===== src/rtl/ffba_pkg.sv =====
// shared types and constants of the first-fit block allocator
package ffba_pkg;

    // field widths fixed by the interface
    localparam int LEN_W    = 7;
    localparam int IDX_W    = 6;
    localparam int STATUS_W = 2;

    // operation codes
    localparam logic OP_ALLOC = 1'b0;
    localparam logic OP_FREE  = 1'b1;

    // result status codes
    localparam logic [STATUS_W-1:0] ST_OK      = 2'd0;
    localparam logic [STATUS_W-1:0] ST_NOFIT   = 2'd1;
    localparam logic [STATUS_W-1:0] ST_BADFREE = 2'd2;

    // one entry of the block table
    typedef struct packed {
        logic             used;
        logic             head;
        logic [LEN_W-1:0] len;
    } t_blk_word;

    // sequencer states
    typedef enum logic [5:0] {
        S_INIT  = 6'b000001,
        S_IDLE  = 6'b000010,
        S_SCAN  = 6'b000100,
        S_FCHK  = 6'b001000,
        S_WRITE = 6'b010000,
        S_DONE  = 6'b100000
    } t_state;

    // control of the run tracking unit
    typedef struct packed {
        logic clear;
        logic step;
        logic used;
    } t_run_ctl;

endpackage


===== src/rtl/first_fit_block_allocator.sv =====
// first-fit contiguous block allocator, top level with sequencer
// All block state (used bit, head flag, run length) lives in one single-port
// table of NUM_BLOCKS words, and that one port paces every item. After reset
// a clearing pass writes every entry, during which no word is accepted. An
// allocate is accepted, then reads the table block by block from block 0 up
// to the end of the first fitting run, writes alloc_count entries to mark the
// run, and finishes and posts the result. An allocate with a count of zero or
// beyond the pool goes straight to posting its result. A free is accepted
// while its head entry is read, checks the head, clears one entry per block
// of the run, and finishes and posts the result; a rejected free posts its
// result right after the head check. Posting waits while a stalled result
// still sits in the output register. One word is in work at a time; the
// result register lets the next word in while a result waits.
module first_fit_block_allocator #(
    parameter int NUM_BLOCKS = 64
) (
    input  logic                          i_clk,
    input  logic                          i_rst_n,
    input  logic                          i_in_valid,
    output logic                          o_in_stall,
    input  logic                          i_op,
    input  logic [6:0]                    i_alloc_count,
    input  logic [5:0]                    i_free_index,
    output logic                          o_out_valid,
    input  logic                          i_out_stall,
    output logic [ffba_pkg::STATUS_W-1:0] o_status,
    output logic [ffba_pkg::IDX_W-1:0]    o_start_index
);
    import ffba_pkg::*;

    localparam int POS_W = $clog2(NUM_BLOCKS);
    localparam int CNT_W = $clog2(NUM_BLOCKS + 1);
    localparam logic [CNT_W-1:0] CNT_END  = CNT_W'(NUM_BLOCKS);
    localparam logic [POS_W-1:0] POS_LAST = POS_W'(NUM_BLOCKS - 1);

    // control registers
    t_state            r_state, n_state;
    logic [CNT_W-1:0]  r_rd_ptr, n_rd_ptr;
    logic [CNT_W-1:0]  r_wr_ptr, n_wr_ptr;
    logic              r_eval_vld, n_eval_vld;
    logic              r_out_vld, n_out_vld;

    // payload registers
    logic [LEN_W-1:0]    r_left, n_left;
    logic                r_first, n_first;
    logic                r_op, n_op;
    logic [LEN_W-1:0]    r_want, n_want;
    logic [POS_W-1:0]    r_eval_pos, n_eval_pos;
    logic [STATUS_W-1:0] r_res_status, n_res_status;
    logic [IDX_W-1:0]    r_res_start, n_res_start;
    logic [STATUS_W-1:0] r_out_status, n_out_status;
    logic [IDX_W-1:0]    r_out_start, n_out_start;

    // table port
    logic             ram_we;
    logic [POS_W-1:0] ram_addr;
    t_blk_word        ram_wdata;
    t_blk_word        ram_rdata;

    // run tracking unit
    t_run_ctl         run_ctl;
    logic             run_hit;
    logic [POS_W-1:0] run_start;

    logic in_accept;
    logic out_take;
    logic count_ok;
    logic idx_ok;

    assign in_accept = i_in_valid && !o_in_stall;
    assign out_take  = r_out_vld && !i_out_stall;
    assign count_ok  = (i_alloc_count != '0) && (32'(i_alloc_count) <= NUM_BLOCKS);
    assign idx_ok    = 32'(i_free_index) < NUM_BLOCKS;

    ffba_ram #(
        .WIDTH($bits(t_blk_word)),
        .DEPTH(NUM_BLOCKS)
    ) u_ram (
        .i_clk  (i_clk),
        .i_we   (ram_we),
        .i_addr (ram_addr),
        .i_wdata(ram_wdata),
        .o_rdata(ram_rdata)
    );

    ffba_run_unit #(
        .POS_W(POS_W)
    ) u_run (
        .i_clk  (i_clk),
        .i_rst_n(i_rst_n),
        .i_ctl  (run_ctl),
        .i_pos  (r_eval_pos),
        .i_want (r_want),
        .o_hit  (run_hit),
        .o_start(run_start)
    );

    // sequencer
    always_comb begin
        n_state      = r_state;
        n_rd_ptr     = r_rd_ptr;
        n_wr_ptr     = r_wr_ptr;
        n_eval_vld   = 1'b0;
        n_eval_pos   = r_eval_pos;
        n_left       = r_left;
        n_first      = r_first;
        n_op         = r_op;
        n_want       = r_want;
        n_res_status = r_res_status;
        n_res_start  = r_res_start;
        n_out_vld    = out_take ? 1'b0 : r_out_vld;
        n_out_status = r_out_status;
        n_out_start  = r_out_start;

        ram_we          = 1'b0;
        ram_addr        = r_wr_ptr[POS_W-1:0];
        ram_wdata       = '0;
        run_ctl.clear   = in_accept;
        run_ctl.step    = (r_state == S_SCAN) && r_eval_vld;
        run_ctl.used    = ram_rdata.used;

        case (r_state)
            // clear the whole table after reset
            S_INIT: begin
                ram_we   = 1'b1;
                n_wr_ptr = CNT_W'(r_wr_ptr + 1'b1);
                if (r_wr_ptr[POS_W-1:0] == POS_LAST) begin
                    n_state = S_IDLE;
                end
            end
            // take a word, read the head entry for a free
            S_IDLE: begin
                ram_addr = POS_W'(i_free_index);
                if (in_accept) begin
                    n_op         = i_op;
                    n_want       = i_alloc_count;
                    n_res_start  = '0;
                    n_res_status = ST_OK;
                    n_rd_ptr     = '0;
                    n_wr_ptr     = CNT_W'(i_free_index);
                    if (i_op == OP_ALLOC) begin
                        if (count_ok) begin
                            n_state = S_SCAN;
                        end else begin
                            n_res_status = ST_NOFIT;
                            n_state      = S_DONE;
                        end
                    end else begin
                        if (idx_ok) begin
                            n_state = S_FCHK;
                        end else begin
                            n_res_status = ST_BADFREE;
                            n_state      = S_DONE;
                        end
                    end
                end
            end
            // pipelined bitmap scan, one read issued and one block judged per cycle
            S_SCAN: begin
                ram_addr = r_rd_ptr[POS_W-1:0];
                if (r_rd_ptr < CNT_END) begin
                    n_rd_ptr   = CNT_W'(r_rd_ptr + 1'b1);
                    n_eval_vld = 1'b1;
                    n_eval_pos = r_rd_ptr[POS_W-1:0];
                end
                if (r_eval_vld) begin
                    if (run_hit) begin
                        n_state     = S_WRITE;
                        n_wr_ptr    = CNT_W'(run_start);
                        n_left      = r_want;
                        n_first     = 1'b1;
                        n_res_start = IDX_W'(run_start);
                    end else if (r_eval_pos == POS_LAST) begin
                        n_res_status = ST_NOFIT;
                        n_state      = S_DONE;
                    end
                end
            end
            // head check for a free
            S_FCHK: begin
                if (ram_rdata.used && ram_rdata.head) begin
                    n_left  = ram_rdata.len;
                    n_first = 1'b1;
                    n_state = S_WRITE;
                end else begin
                    n_res_status = ST_BADFREE;
                    n_state      = S_DONE;
                end
            end
            // mark or clear the run, one block per cycle, bounded at pool end
            S_WRITE: begin
                if ((r_left != '0) && (r_wr_ptr < CNT_END)) begin
                    ram_we         = 1'b1;
                    ram_wdata.used = (r_op == OP_ALLOC);
                    ram_wdata.head = (r_op == OP_ALLOC) && r_first;
                    ram_wdata.len  = ((r_op == OP_ALLOC) && r_first) ? r_want : '0;
                    n_wr_ptr       = CNT_W'(r_wr_ptr + 1'b1);
                    n_left         = LEN_W'(r_left - 1'b1);
                    n_first        = 1'b0;
                end else begin
                    n_state = S_DONE;
                end
            end
            // post the result once the output register is free
            S_DONE: begin
                if (!r_out_vld || !i_out_stall) begin
                    n_out_vld    = 1'b1;
                    n_out_status = r_res_status;
                    n_out_start  = r_res_start;
                    n_state      = S_IDLE;
                end
            end
            default: begin
                n_state = S_IDLE;
            end
        endcase
    end

    // control state
    always_ff @(posedge i_clk) begin
        if (!i_rst_n) begin
            r_state    <= S_INIT;
            r_rd_ptr   <= '0;
            r_wr_ptr   <= '0;
            r_eval_vld <= 1'b0;
            r_out_vld  <= 1'b0;
        end else begin
            r_state    <= n_state;
            r_rd_ptr   <= n_rd_ptr;
            r_wr_ptr   <= n_wr_ptr;
            r_eval_vld <= n_eval_vld;
            r_out_vld  <= n_out_vld;
        end
    end

    // payload state
    always_ff @(posedge i_clk) begin
        r_left       <= n_left;
        r_first      <= n_first;
        r_op         <= n_op;
        r_want       <= n_want;
        r_eval_pos   <= n_eval_pos;
        r_res_status <= n_res_status;
        r_res_start  <= n_res_start;
        r_out_status <= n_out_status;
        r_out_start  <= n_out_start;
    end

    assign o_in_stall    = (r_state != S_IDLE);
    assign o_out_valid   = r_out_vld;
    assign o_status      = r_out_status;
    assign o_start_index = r_out_start;

endmodule


===== src/rtl/ffba_ram.sv =====
// generic single-port ram with registered read
module ffba_ram #(
    parameter int WIDTH = 9,
    parameter int DEPTH = 64
) (
    input  logic                     i_clk,
    input  logic                     i_we,
    input  logic [$clog2(DEPTH)-1:0] i_addr,
    input  logic [WIDTH-1:0]         i_wdata,
    output logic [WIDTH-1:0]         o_rdata
);

    logic [WIDTH-1:0] r_mem [DEPTH];
    logic [WIDTH-1:0] r_rdata;

    // write port and registered read, read-first
    always_ff @(posedge i_clk) begin
        if (i_we) begin
            r_mem[i_addr] <= i_wdata;
        end
        r_rdata <= r_mem[i_addr];
    end

    assign o_rdata = r_rdata;

endmodule


===== src/rtl/ffba_run_unit.sv =====
// free run tracker: counts consecutive free blocks and compares against the request
module ffba_run_unit #(
    parameter int POS_W = 6
) (
    input  logic                     i_clk,
    input  logic                     i_rst_n,
    input  ffba_pkg::t_run_ctl       i_ctl,
    input  logic [POS_W-1:0]         i_pos,
    input  logic [ffba_pkg::LEN_W-1:0] i_want,
    output logic                     o_hit,
    output logic [POS_W-1:0]         o_start
);
    import ffba_pkg::*;

    logic [LEN_W-1:0] r_run_len;
    logic [LEN_W-1:0] n_run_len;
    logic [POS_W-1:0] r_run_start;
    logic [POS_W-1:0] n_run_start;
    logic [LEN_W-1:0] len_inc;

    // run start is the current block when a new run opens
    always_comb begin
        len_inc     = LEN_W'(r_run_len + 1'b1);
        n_run_len   = r_run_len;
        n_run_start = r_run_start;
        o_start     = (r_run_len == '0) ? i_pos : r_run_start;
        o_hit       = i_ctl.step && !i_ctl.used && (len_inc >= i_want);
        if (i_ctl.clear) begin
            n_run_len = '0;
        end else if (i_ctl.step) begin
            if (i_ctl.used) begin
                n_run_len = '0;
            end else begin
                n_run_len   = len_inc;
                n_run_start = o_start;
            end
        end
    end

    always_ff @(posedge i_clk) begin
        if (!i_rst_n) begin
            r_run_len <= '0;
        end else begin
            r_run_len <= n_run_len;
        end
    end

    always_ff @(posedge i_clk) begin
        r_run_start <= n_run_start;
    end

endmodule


===== config.mk =====
export PLATFORM = sky130hd
export DESIGN_NAME = first_fit_block_allocator
export DESIGN_NICKNAME = d
export VERILOG_FILES = /design/src/rtl/ffba_pkg.sv /design/src/rtl/first_fit_block_allocator.sv /design/src/rtl/ffba_ram.sv /design/src/rtl/ffba_run_unit.sv
export SDC_FILE = /design/constraint.sdc
export NUM_CORES = 1
export LEC_CHECK = 0
export ABC_AREA = 0
export BUFFER_PORTS_ARGS = -buffer_cell sky130_fd_sc_hd__buf_2
export CAP_MARGIN = 5
export CORE_AREA = 3 3 211 296
export DETAILED_ROUTE_END_ITERATION = 8
export DIE_AREA = 0 0 214 299
export GPL_TIMING_DRIVEN = 0
export PLACE_DENSITY = 0.74
export SKIP_CTS_REPAIR_TIMING = 1
export SLEW_MARGIN = 5
export SYNTH_ARGS = -nofsm -noshare
export SYNTH_HDL_FRONTEND = slang
export SYNTH_SLANG_ARGS = --single-unit

===== constraint.sdc =====
create_clock -name i_clk -period 4.7 [get_ports i_clk]
set_input_delay 0.705 -clock i_clk [delete_from_list [all_inputs] [get_ports i_clk]]
set_output_delay 0.705 -clock i_clk [all_outputs]
set_load 0.05 [all_outputs]

* Word level (Yosys, flattened, before mapping) *
Memories as Yosys holds them, arrays and structs flattened. A register that Yosys moved wholly into a read port is not among the register bits.
Index checks and enable logic that the tools add are counted.

cells by class
  $add $sub $neg = 4
  order comparisons = 4
  eq/ne operators = 22
  multiplexer cells = 55
  bitwise gates (word level) = 4
  reductions and logical operators = 33

operator list
  cell                                                  count
  2-to-1 mux 6 bit                                      14
  2-to-1 mux 7 bit                                      12
  case mux 6 bit (6 select lines)                       1
  case mux 7 bit (4 select lines)                       1
  case mux 6 bit (2 select lines)                       2
  adder 7 x 1 -> 7 bit (second input constant)          3
  case mux 7 bit (3 select lines)                       1
  != test 2 bit (second input constant)                 10
  equality test 6 bit (second input constant)           3
  2-to-1 mux 9 bit                                      2
  less-than comparator 7 bit (second input constant)    2
  case mux 7 bit (2 select lines)                       1
  nonzero test 7 bit                                    2
  2-to-1 mux 1 bit                                      12
  2-to-1 mux 2 bit                                      6
  AND reduction 6 bit                                   2
  AND reduction 5 bit                                   2
  logical AND 1 bit                                     9
  AND reduction 2 bit                                   4
  >= comparator 7 bit                                   1
  <= comparator 7 bit (second input constant)           1
  logical NOT 7 bit                                     1
  subtractor 7 x 1 -> 7 bit (second input constant)     1
  equality test 6 x 1 -> 1 bit (second input constant)  1
  other kinds (19)                                      28

storage, ports and cells
  register bits after elaboration = 73
  RAM bits = 576
  logic and storage cells = 139
  memories = 1

memories
  name         words  bits a word  read ports  clocked after memory_dff  wr ports  RTL line        RTL
  u_ram.r_mem  64     9            1           1                         1         ffba_ram.sv:13  logic [WIDTH-1:0] r_mem [DEPTH];

* Longest topological paths before layout *
Gate-level depths: netlist of run 1.

  depth in word-level cells = 7
  mapped depth = 13
  depth with buffers taken out = 10

* Modules after synthesis *
Synthesis of run 1 repeated with hierarchy kept, for this count alone.

unflattened totals
  cells, all modules = 1,688
  area total of the unflattened synthesis = 26,497.9 um^2

by module, submodules not included
  module                     instances  cells an instance  area an instance (um^2)  seq. area each (um^2)
  ffba_ram                   1          1,328              22,676.7                 17,476.8
  first_fit_block_allocator  1          271                2,955.3                  1,581.5
  ffba_run_unit              1          89                 865.8                    320.3

* Least setup slack after synthesis of run 1 *
No wires, ideal clock.

  path type = register to register
  start point = register r_state[2]
  end point = memory u_ram.r_mem[0][0], data pin
  library setup time = 0.368 ns
  arrival time = 4.392 ns
  path slack = -0.060 ns
  cell stages (with the launch flop) = 7
  buffers on the path = 1
  clock period less this slack = 4.760 ns
  cells stage by stage = dfxtp_1 buf_2 or4_1 or3b_2 nand2b_1 nor2_1 and3_1

RTL lines
  what                      RTL line                          RTL
  start: declaration        first_fit_block_allocator.sv:37   t_state r_state, n_state;
  start signal: assignment  first_fit_block_allocator.sv:228  r_state <= n_state;
  end: declaration          ffba_ram.sv:13

* Final worst setup path of run 1 *
  start point = register r_state[1]
  end point = memory u_ram.r_mem[24][1], enable pin

on the way
  cells in the longest elaborated chain, start to end = 4

ends and longest elaborated chain
  what                                                                                 RTL line                          RTL
  equality test 6 x 5 -> 1 bit / equality test 6 x 1 -> 1 bit (equally long branches)  first_fit_block_allocator.sv:122  case (r_state)
  case mux 1 bit (2 select lines)                                                      first_fit_block_allocator.sv:122
  2-to-1 mux 1 bit                                                                     ffba_ram.sv:18                    if (i_we) begin
  2-to-1 mux 1 bit (not written as such)                                               ffba_ram.sv:19                    r_mem[i_addr] <= i_wdata;

Several ways; a longest one is shown, not always the timed one.

==> impl_metrics.yaml, run 1 <==
power_and_ir_drop:
  switchingPower_w: 0.00603
  power_frac_comb: 0.309
  ir_drop_v: 0.000347
  switching_share: 0.357
  p_seq_frac: 0.397
  p_leak_nw: 11.3
  p_int_w: 0.0109
  p_total_w: 0.0169
  powerDensity_nw_per_um2: 556
  clockPowerShare: 0.295
global_route:
  grt_pass1_vias: 17000
  grt_usage: 0.226
  grt_max_degree: 57
  globalRouteOverflowTotal: 0
  grt_pass1_wl_um: 109000
  antenna_found_initial: 0
flow_run:
  drv_cap: 0
worst_setup_path:
  critPathLaunch: "r_state[1]"
  critPathSlowestCell: "nor2_1"
  path_cells: "buf_4, nor2b_1, and2_1, inv_2, a2bb2oi_1, clkbuf_1, clkbuf_1, nor2_1, nand2_1, nor2_1"
  cp_max_fo: 10
  crit_path_start_kind: "register"
  regToRegStartpoint: "r_state[1]"
  critical_path.max_stage_delay_ns: 0.97
  rrSetupSlack_ns: -0.03
  criticalPathCategory: "register to register"
  required_ns: 4.93
  endpoint_kind: "register"
  arrival_ns: 4.96
synthesis:
  synth_fp_nets: 1953
  synth_cell_types: 76
  syn_area_per_cell_um2: 14.0
  ys_async_sr_fraction: 0
  synth-seq-cells: 658
  ys_seq_area_frac: 0.718
  synth-main-ff-cell: "edfxtp_1"
  yosys_warnings: 0
  postSynthCellCount: 1922
  synth_edf_count: 620
  syn_area_um2: 27000
clock_tree:
  cts_tree: "built"
  cts_root_buf: "clkbuf_16"
  clock_sinks: 658
  clk_pin_slew_ns: 0.07
  insertion_delay_ns: 0.62
  h-tree-depth: 2
  cts.path.max_buffers: 3
  cts_buffers: 57
layout:
  final_common_cell: "edfxtp_1"
  stdcell_area_um2: 30400
  syn_to_final_growth_pct: 12.7
  drive_above_1_share: 0.127
  final_nets: 2052
  fillers: 4875
  mostFrequentLayoutCells: "edfxtp_1, nand2_1, nand3_1"
  diodes: 0
timing:
  fin_hold_ws_ns: 0.287
  fin_crit_ns: 4.73
  fin_ws_ns: -0.0307
  slew_headroom: 0.0735
  fmax_mhz: 211
  report.final.slew_viol_count: 0
  tightest_slew_ns: 1.37
  setup_viol: 10
  period_share: 1.01
  rsz0062_at_grt: "true"
  hold_viol: 0
  skew_ns: 0.0336
placed_design:
  place_hpwl_um: 51300
  port_buffers: 26
  dpl_worst_slack_ns: 0.100
  placed_area_um2: 28300
  place_congestion: 0.957
route:
  ant_nets: 0
  routed_wl_um: 73900
  drtIter0Drc: 2026
  drt_first_pass_iters: 6
  drcViolationCount: 0
  wl_per_cell_um: 25.6
  via_per_inst: 5.90
  vias: 17000
floorplan:
  die_x_um: 214
  initial_core_util: 0.451
  num_rows: 106
  dieArea_um2: 64000
  fp.dieH_um: 299
  ioPinCount: 28
  core_um2: 59800
run_status:
  outcome: "finished, violations left"
  violations: "negative setup slack"
min_path:
  hold_class: "input port to register"
  hp-start: "i_alloc_count[4]"
==> registers in the layout, summed over array words and instances (netlist names), 2 cells and up <==
register	cells
o_status	2
u_run.r_run_start	6
r_state	6
r_res_start	6
r_left	7
u_ram.o_rdata	9
r_wr_ptr	7
u_ram.r_mem	576
u_run.r_run_len	7
r_want	7
r_eval_pos	6
o_start_index	6
r_res_status	2
r_rd_ptr	7
==> final cells by class <==
| cell class | instances | area [µm²] | share of cell area |
|---|---|---|---|
| flip-flops and latches | 658 | 19400 | 0.638 |
| inverters | 15 | 56.3 | 0.00185 |
| repair buffers | 40 | 335 | 0.0110 |
| plain buffers | 95 | 512 | 0.0168 |
| clock inverters | 46 | 534 | 0.0176 |
| well taps | 810 | 1010 | 0.0333 |
| multi-input cells | 1154 | 7100 | 0.234 |
| clock buffers | 62 | 1470 | 0.0482 |
==> critical path, delay by kind of cell (launching register included) <==
family / cells / cell delay [ns]
buffers and inverters: 4 / 1.27
DFF: 1 / 0.31
and+or+nand+nor: 5 / 2.51
AOI/OAI and AO/OA: 1 / 0.25
==> stage by stage <==
step           utilization  instances  setup TNS (ns)
3_3_place_gp         0.470       2758         -780.69
6_report             0.508       2880          -0.233
5_1_grt              0.508       2880          -0.303
2_1_floorplan            -       1922               0
4_1_cts              0.507       2880               0
3_5_place_dp         0.474       2772               0
==> path summary, 6_finish.rpt <==
| path | endpoint | cells past startpoint |
|---|---|---|
| max | u_ram.r_mem[24][1] | 10 |
| min | r_want[4] | 1 |
| max reg2reg | u_ram.r_mem[24][1] | 10 |
| min reg2reg | o_start_index[5] | 0 |
==> synth_stat cells, drive strengths merged (7+ instances only) <==
| cell type | instances | share of area |
|---|---|---|
| a211oi | 7 | 0.0021 |
| a21boi | 7 | 0.0019 |
| a21o | 11 | 0.0031 |
| a21oi | 34 | 0.0063 |
| a221o | 8 | 0.0030 |
| a221oi | 11 | 0.0058 |
| a22oi | 15 | 0.0044 |
| a32oi | 19 | 0.0062 |
| and2 | 10 | 0.0023 |
| and3 | 16 | 0.0037 |
| buf | 68 | 0.015 |
| clkbuf | 27 | 0.0039 |
| dfxtp | 38 | 0.028 |
| edfxtp | 620 | 0.69 |
| ha | 13 | 0.0060 |
| inv | 15 | 0.0021 |
| mux2i | 177 | 0.066 |
| nand2 | 339 | 0.047 |
| nand3 | 187 | 0.036 |
| nand4 | 13 | 0.0030 |
| nor2 | 129 | 0.019 |
| nor3 | 14 | 0.0035 |
| nor4 | 7 | 0.0022 |
| o2111ai | 8 | 0.0026 |
| o21ai | 30 | 0.0061 |
| o221a | 7 | 0.0029 |
| o22ai | 8 | 0.0019 |
| o32ai | 7 | 0.0023 |
| xnor2 | 12 | 0.0039 |
| xor2 | 7 | 0.0023 |
==> layer usage <==
metal	global-route usage	wire length (µm)	up-vias
met5	0	0	-
met4	0.149	5680	0
met3	0.0412	6200	248
met2	0.398	37000	948
met1	0.250	24900	8364
li1	-	-	7440
==> cells by family (layout without fill, tap and decap cells) <==
family,Yosys count,after routing,share of synthesized area
and+or+nand+nor,739,739,0.123
buffers and inverters,110,258,0.0211
muxes,181,181,0.0673
adders and majority gates,13,13,0.00603
AOI/OAI and AO/OA,202,202,0.0577
DFF,658,658,0.718
xor gates and xnor gates,19,19,0.00617
==> power by group through the flow <==
stage	sequential, W	clock, W	combinational [W]
6_report	0.00670	0.00498	0.00521
5_1_grt	0.00672	0.00523	0.00538
4_1_cts	0.00670	0.00500	0.00505
3_5_place_dp	0.00683	0	0.00503
3_3_place_gp	0.00682	0	0.00492
2_1_floorplan	0.00681	0	0.00306
Note: power is estimated with default switching activity, not from simulation.
==> run 2: changes to the inputs <==
--- a/config.mk
+++ b/config.mk
@@ -12,6 +12,7 @@
 export DETAILED_ROUTE_END_ITERATION = 8
 export DIE_AREA = 0 0 214 299
 export GPL_TIMING_DRIVEN = 0
+export MAX_ROUTING_LAYER = met4
 export PLACE_DENSITY = 0.74
 export SKIP_CTS_REPAIR_TIMING = 1
 export SLEW_MARGIN = 5
==> run 2 against run 1 <==
- the run now ends clean
- routed wire length fell by 1.8%
- die area did not move
- sequential cell count did not move
==> impl_metrics.yaml, run 2 (same netlist as run 1, synthesis figures left out) <==
timing:
  skew_ns: 0.0220
  report.final.slew_viol_count: 0
  rsz0062_at_grt: "true"
  fin_crit_ns: 4.50
  slew_headroom: 0.244
  hold_viol: 0
  tightest_slew_ns: 1.13
  period_share: 0.958
  setup_viol: 0
  fmax_mhz: 222
  fin_ws_ns: 0.198
  setup_tns_ns: 0
route:
  wl_per_cell_um: 25.2
  drtIter0Drc: 1745
  vias: 16900
  ant_nets: 0
  routed_wl_um: 72500
  drcViolationCount: 0
  drt_first_pass_iters: 6
  via_per_inst: 5.88
floorplan:
  fp.dieH_um: 299
  initial_core_util: 0.451
  num_rows: 106
  ioPinCount: 28
  die_x_um: 214
  dieArea_um2: 64000
  core_um2: 59800
clock_tree:
  cts_buffers: 57
  cts_root_buf: "clkbuf_16"
  insertion_delay_ns: 0.62
  clk_pin_slew_ns: 0.06
  clock_sinks: 658
  cts_tree: "built"
  h-tree-depth: 2
  cts.path.max_buffers: 3
power_and_ir_drop:
  switchingPower_w: 0.00590
  p_total_w: 0.0165
  switching_share: 0.357
  power_frac_comb: 0.312
  p_leak_nw: 11.2
  powerDensity_nw_per_um2: 547
  ir_drop_v: 0.000373
  p_seq_frac: 0.406
  p_int_w: 0.0106
  clockPowerShare: 0.282
global_route:
  grt_pass1_wl_um: 107000
  globalRouteOverflowTotal: 0
  grt_max_degree: 42
  grt_pass1_vias: 17000
  antenna_found_initial: 2
  grt_usage: 0.230
worst_setup_path:
  criticalPathCategory: "register to register"
  path_cells: "buf_4, nor2b_1, and2_1, inv_2, a2bb2oi_1, clkbuf_1, clkbuf_1, nor2_1, nand2_1, nor2_1"
  endpoint_kind: "register"
  required_ns: 4.92
  cp_max_fo: 10
  arrival_ns: 4.72
  critPathSlowestCell: "nor2_1"
  cp_top_family: "simple AND/OR/NAND/NOR gates"
  cp_num_buf_inv: 4
  crit_path_start_kind: "register"
  critical_path.max_stage_delay_ns: 0.94
layout:
  stdcell_area_um2: 30200
  largest_reg_flops: 576
  final_common_cell: "edfxtp_1"
  syn_to_final_growth_pct: 12.0
  drive_above_1_share: 0.117
  regMostFlops: "u_ram.r_mem"
  final_nets: 2051
  mostFrequentLayoutCells: "edfxtp_1, nand2_1, nand3_1"
  fillers: 4911
placed_design:
  place_congestion: 0.968
  place_hpwl_um: 51500
  dpl_worst_slack_ns: 0.266
  placed_area_um2: 28400
  port_buffers: 26
flow_run:
  drv_cap: 0
min_path:
  hold_class: "input port to register"
run_status:
  outcome: "completed"
[run 2: area by class of cell]
cell class,count,area [µm²],area share
buffer,95,512,0.0169
tap,810,1010,0.0335
clock buffer,74,1490,0.0493
multi-input combinational,1154,7070,0.234
inverter,15,56.3,0.00186
clock inverter,31,334,0.0111
antenna,2,5.00,0.000166
sequential,658,19400,0.641
timing repair buffer,39,353,0.0117
[run 2: through the flow]
step                cells  hold slack, ns   util
floorplan            1922           0.400      -
global placement     2758           0.401  0.470
detailed placement   2771           0.405  0.474
CTS                  2876           0.268  0.505
global route         2878           0.273  0.505
finish               2878           0.284  0.505
[run 2: power by group through the flow]
stage	clock network, W	registers (W)	logic (W)
detailed placement	0	0.00683	0.00499
floorplan	0	0.00681	0.00306
finish	0.00467	0.00670	0.00515
global placement	0	0.00682	0.00491
global route	0.00491	0.00672	0.00531
CTS	0.00468	0.00670	0.00501
[run 2: worst paths after layout]
check / from / to / slack [ns] / cells past startpoint
hold / removal: i_alloc_count[4] / r_want[4] / 0.28 / 1
hold reg to reg: r_res_start[0] / o_start_index[0] / 0.41 / 0
setup reg to reg: r_state[1] / u_ram.r_mem[24][1] / 0.20 / 10
setup / recovery: r_state[1] / u_ram.r_mem[24][1] / 0.20 / 10
[run 2: layer usage]
layer,vias to the layer above,track usage,part of all wire
li1,7460,-,-
met1,8263,0.246,0.34
met2,937,0.392,0.50
met3,265,0.0399,0.082
met4,0,0.150,0.076
met5,-,-,0
[run 2: worst reg2reg max path, stage by stage, from the launching register on]
cell	delay, ns
dfxtp_1	0.32
buf_4	0.15
nor2b_1	0.47
and2_1	0.34
inv_2	0.14
a2bb2oi_1	0.24
clkbuf_1	0.43
clkbuf_1	0.41
nor2_1	0.30
nand2_1	0.36
nor2_1	0.94
